File: config.mk
export PLATFORM = sky130hd
export DESIGN_NAME = jfps_update
export DESIGN_NICKNAME = d
export VERILOG_FILES = /design/src/hw/rtl/jfps_pkg.sv /design/src/hw/rtl/jfps_update.sv
export SDC_FILE = /design/constraint.sdc
export NUM_CORES = 1
export LEC_CHECK = 0
export BUFFER_PORTS_ARGS = -buffer_cell sky130_fd_sc_hd__buf_2
export CORE_ASPECT_RATIO = 1.25
export CORE_MARGIN = 1
export CORE_UTILIZATION = 50
export DETAILED_ROUTE_END_ITERATION = 8
export GPL_TIMING_DRIVEN = 0
export PLACE_DENSITY = 0.9
export SETUP_SLACK_MARGIN = 0.05
export SYNTH_ARGS = -nofsm -noshare
export SYNTH_HDL_FRONTEND = slang
export SYNTH_SLANG_ARGS = --single-unit
File: constraint.sdc
create_clock -name vclk -period 11.55
set_input_delay 1.155 -clock vclk [all_inputs]
set_output_delay 1.155 -clock vclk [all_outputs]
set_load 0.005 [all_outputs]
File: src/hw/rtl/jfps_pkg.sv
package jfps_pkg;

	// Q11.8 sample and index widths
	localparam int VAL_W = 20;
	localparam int IDX_W = 10;
	localparam int CFG_W = 11;
	localparam int CFG_IDX_W = 1;

	// five 20-bit terms fit in 23 bits
	localparam int SUM_W = 23;

	typedef logic signed [VAL_W-1:0] val_t;
	typedef logic [IDX_W-1:0] idx_t;

	// configuration register indexes
	localparam logic [CFG_IDX_W-1:0] CFG_PADDED_COLS = 1'b0;
	localparam logic [CFG_IDX_W-1:0] CFG_PADDED_ROWS = 1'b1;

	localparam val_t VAL_MAX = 20'sh7FFFF;
	localparam val_t VAL_MIN = 20'sh80000;

	// neighbors of one interior pixel
	typedef struct packed {
		val_t up_v;
		val_t down_v;
		val_t left_v;
		val_t right_v;
		val_t edge_v;
	} nbr_t;

endpackage

File: src/hw/rtl/jfps_update.sv
module jfps_update (
	input  jfps_pkg::nbr_t nbr,
	output jfps_pkg::val_t result
);

	logic signed [jfps_pkg::SUM_W-1:0] sum;
	logic signed [jfps_pkg::SUM_W-3:0] quo;

	// exact five-term sum, then floor divide by four
	assign sum = jfps_pkg::SUM_W'(nbr.up_v) + jfps_pkg::SUM_W'(nbr.down_v)
		+ jfps_pkg::SUM_W'(nbr.left_v) + jfps_pkg::SUM_W'(nbr.right_v)
		- jfps_pkg::SUM_W'(nbr.edge_v);
	assign quo = sum[jfps_pkg::SUM_W-1:2];

	// saturate to Q11.8
	always_comb begin
		if (quo > jfps_pkg::VAL_MAX) begin
			result = jfps_pkg::VAL_MAX;
		end else if (quo < jfps_pkg::VAL_MIN) begin
			result = jfps_pkg::VAL_MIN;
		end else begin
			result = jfps_pkg::val_t'(quo);
		end
	end

endmodule

==> impl_metrics.tcl <==
set metrics [dict create \
    drt_pass1_iterations 8 \
    setup_viol 0 \
    crit_type "in -> out" \
    antenna_left 0 \
    p_total_mw 1.07 \
    critPathLaunchType "input pin" \
    cts_setup_buffers 0 \
    hold_buffers 0 \
    drt-wirelength-per-cell_um 11.8 \
    final_nets 653 \
    worstHoldPathType "in -> out" \
    via_per_inst 5.13 \
    cp_max_fo 10 \
    setup_tns_ns 0 \
    grt_pass1_vias 3013 \
    finalCriticalPeriod_ns 6.36 \
    die_x_um 71.3 \
    final_util_pct 63.8 \
    crit_end "result[13]" \
    cellLeakagePower_nw 2.06 \
    run_status "complete, but fails checks" \
    antenna_found_initial 0 \
    grt_pass1_wl_mm 11.3 \
    track_usage_pct 21.4 \
    cts_resized 0 \
    relSlewSlack_pct 53.2 \
    cp-startpoint "nbr[6]" \
    hold_viol 0 \
    num_vias 2740 \
    wirelength_mm 6.31 \
    cp.arrival_ns 5.20 \
    dieHeight_um 88.7 \
    multi_input_area_um2 2550 \
    ir_worst_vdd_mv 0.165 \
    whs_ns 2.88 \
    dp.cells 534 \
    maxCapViolCount 0 \
    synth_top_area_share_pct 41.3 \
    start_util_pct 52.0 \
    worst_pin_slew_ns 0.697 \
    violations "design-rule violations" \
    drive_gt1_share_pct 32.3 \
    slew_violations 0 \
    synth_commonest_cells "111 x inv_1, 62 x fa_1, 21 x ha_1" \
    ys_types 52 \
    drc_errors 12 \
    synth_area_leader_cell "fa_1" \
    required_ns 10.40 \
    dp_hpwl_mm 5.86 \
    synth.most_common_cell "inv_1" \
    rsz0062_at_grt "no" \
    seq_area_frac_synth_pct 0 \
    grt_max_degree 11 \
    area.growth.synth_to_final_pct 22.7 \
    insertedDiodeCount 0 \
    layout.cells.non_filler 534 \
    synth_area_um2 3010 \
    fmax_ghz 0.157 \
    design.seq.count 0 \
    ys_warn_count 0 \
    syn_avg_cell_area_um2 8.64 \
    portBuffers 120 \
    ff_latch_area_um2 0 \
    io_pins 120 \
    synthTopCellsByArea "fa_1 41%, inv_1 14%, ha_1 8.7%" \
    fillers 492 \
    syn_nets 531 \
    rows 31 \
    gp_congestion 0.834 \
    syn_inst 348 \
    overflow 0 \
    drt_iter0_drc 123 \
    min_period_over_period_pct 55.0 \
    core_area_um2 5780 \
    end_kind "output port" \
    nClkBuffers 0 \
    dieArea_um2 6330 \
    power_density_nw_per_um2 291 \
]
==> cell type report <==
class	count	area share (%)
Tap cell	66	2.24
Timing Repair Buffer	120	16.3
Buffer	4	1.05
Multi-Input combinational cell	233	69.1
Inverter	111	11.3
==> layout by cell type, fill, tap and decap left out, drive strengths merged, types with 2 or more instances in the layout <==
master | Yosys | final
ha | 21 | 21
maj3 | 6 | 6
or2 | 2 | 2
xor2 | 8 | 8
and3 | 6 | 6
nand3 | 8 | 8
a32o | 2 | 2
o31ai | 2 | 2
o21ai | 26 | 26
nor3 | 2 | 2
nor3b | 2 | 2
buf | 3 | 123
o211ai | 2 | 2
a211o | 2 | 2
fa | 62 | 62
mux2i | 2 | 2
nand2 | 11 | 11
o21a | 2 | 2
nor2 | 13 | 13
a21oi | 19 | 19
a211oi | 4 | 4
a31oi | 2 | 2
nand2b | 4 | 4
inv | 111 | 111
xnor2 | 9 | 9
==> per-layer routing <==
layer  up-vias  routed length, um  track usage (%)
met5         -                  0                0
met4         0                105             4.36
met3        12                481             2.16
met2       116               3480             46.3
met1      1278               2250             21.5
li1       1334                  -                -
==> logic make-up (layout without fill, tap and decap cells) <==
| kind of cell | Yosys count | after routing | synth area share (%) |
|---|---|---|---|
| multiplexers | 2 | 2 | 0.666 |
| AO/OA/AOI/OAI | 70 | 70 | 17.1 |
| buffers and inverters | 115 | 235 | 15.2 |
| AND/OR/NAND/NOR | 55 | 55 | 10.1 |
| XOR/XNOR | 17 | 17 | 4.95 |
| adder cells (fa/ha/maj) | 89 | 89 | 52.0 |
==> critical path, stage by stage <==
cell and delay [ns]:
buf_2 0.08, inv_1 0.04, fa_1 0.51, fa_1 0.52, inv_1 0.05, fa_1 0.50
inv_1 0.05, ha_1 0.35, a21oi_1 0.26, nand2_1 0.11, o211a_1 0.26, a21o_1 0.26
a211oi_4 0.51, nor2_4 0.08, buf_6 0.18, o21ai_2 0.15, buf_2 0.13
==> how the worst min path moves through the flow <==
stage	start	to	slack (ns)	depth (start not counted)
after floorplan	nbr[80]	result[0]	2.62	3
after global placement	nbr[80]	result[0]	2.87	5
after detailed placement	nbr[80]	result[0]	2.87	5
after CTS	nbr[80]	result[0]	2.89	5
after global routing	nbr[80]	result[0]	2.90	5
final	nbr[80]	result[0]	2.88	5
==> report_power, final <==
part           leakage [nW]  internal (mW)  switching, mW
Combinational          2.06          0.483          0.591
Clock                     0              0              0
Sequential                0              0              0
Total                  2.06          0.483          0.591
==> stage by stage <==
step,setup slack [ns],area [um2]
floorplan,5.73,3010
global placement,5.26,3690
detailed placement,5.20,3690
CTS,5.20,3690
global route,4.89,3690
finish,5.19,3690
(Power assumes the default switching activity.)
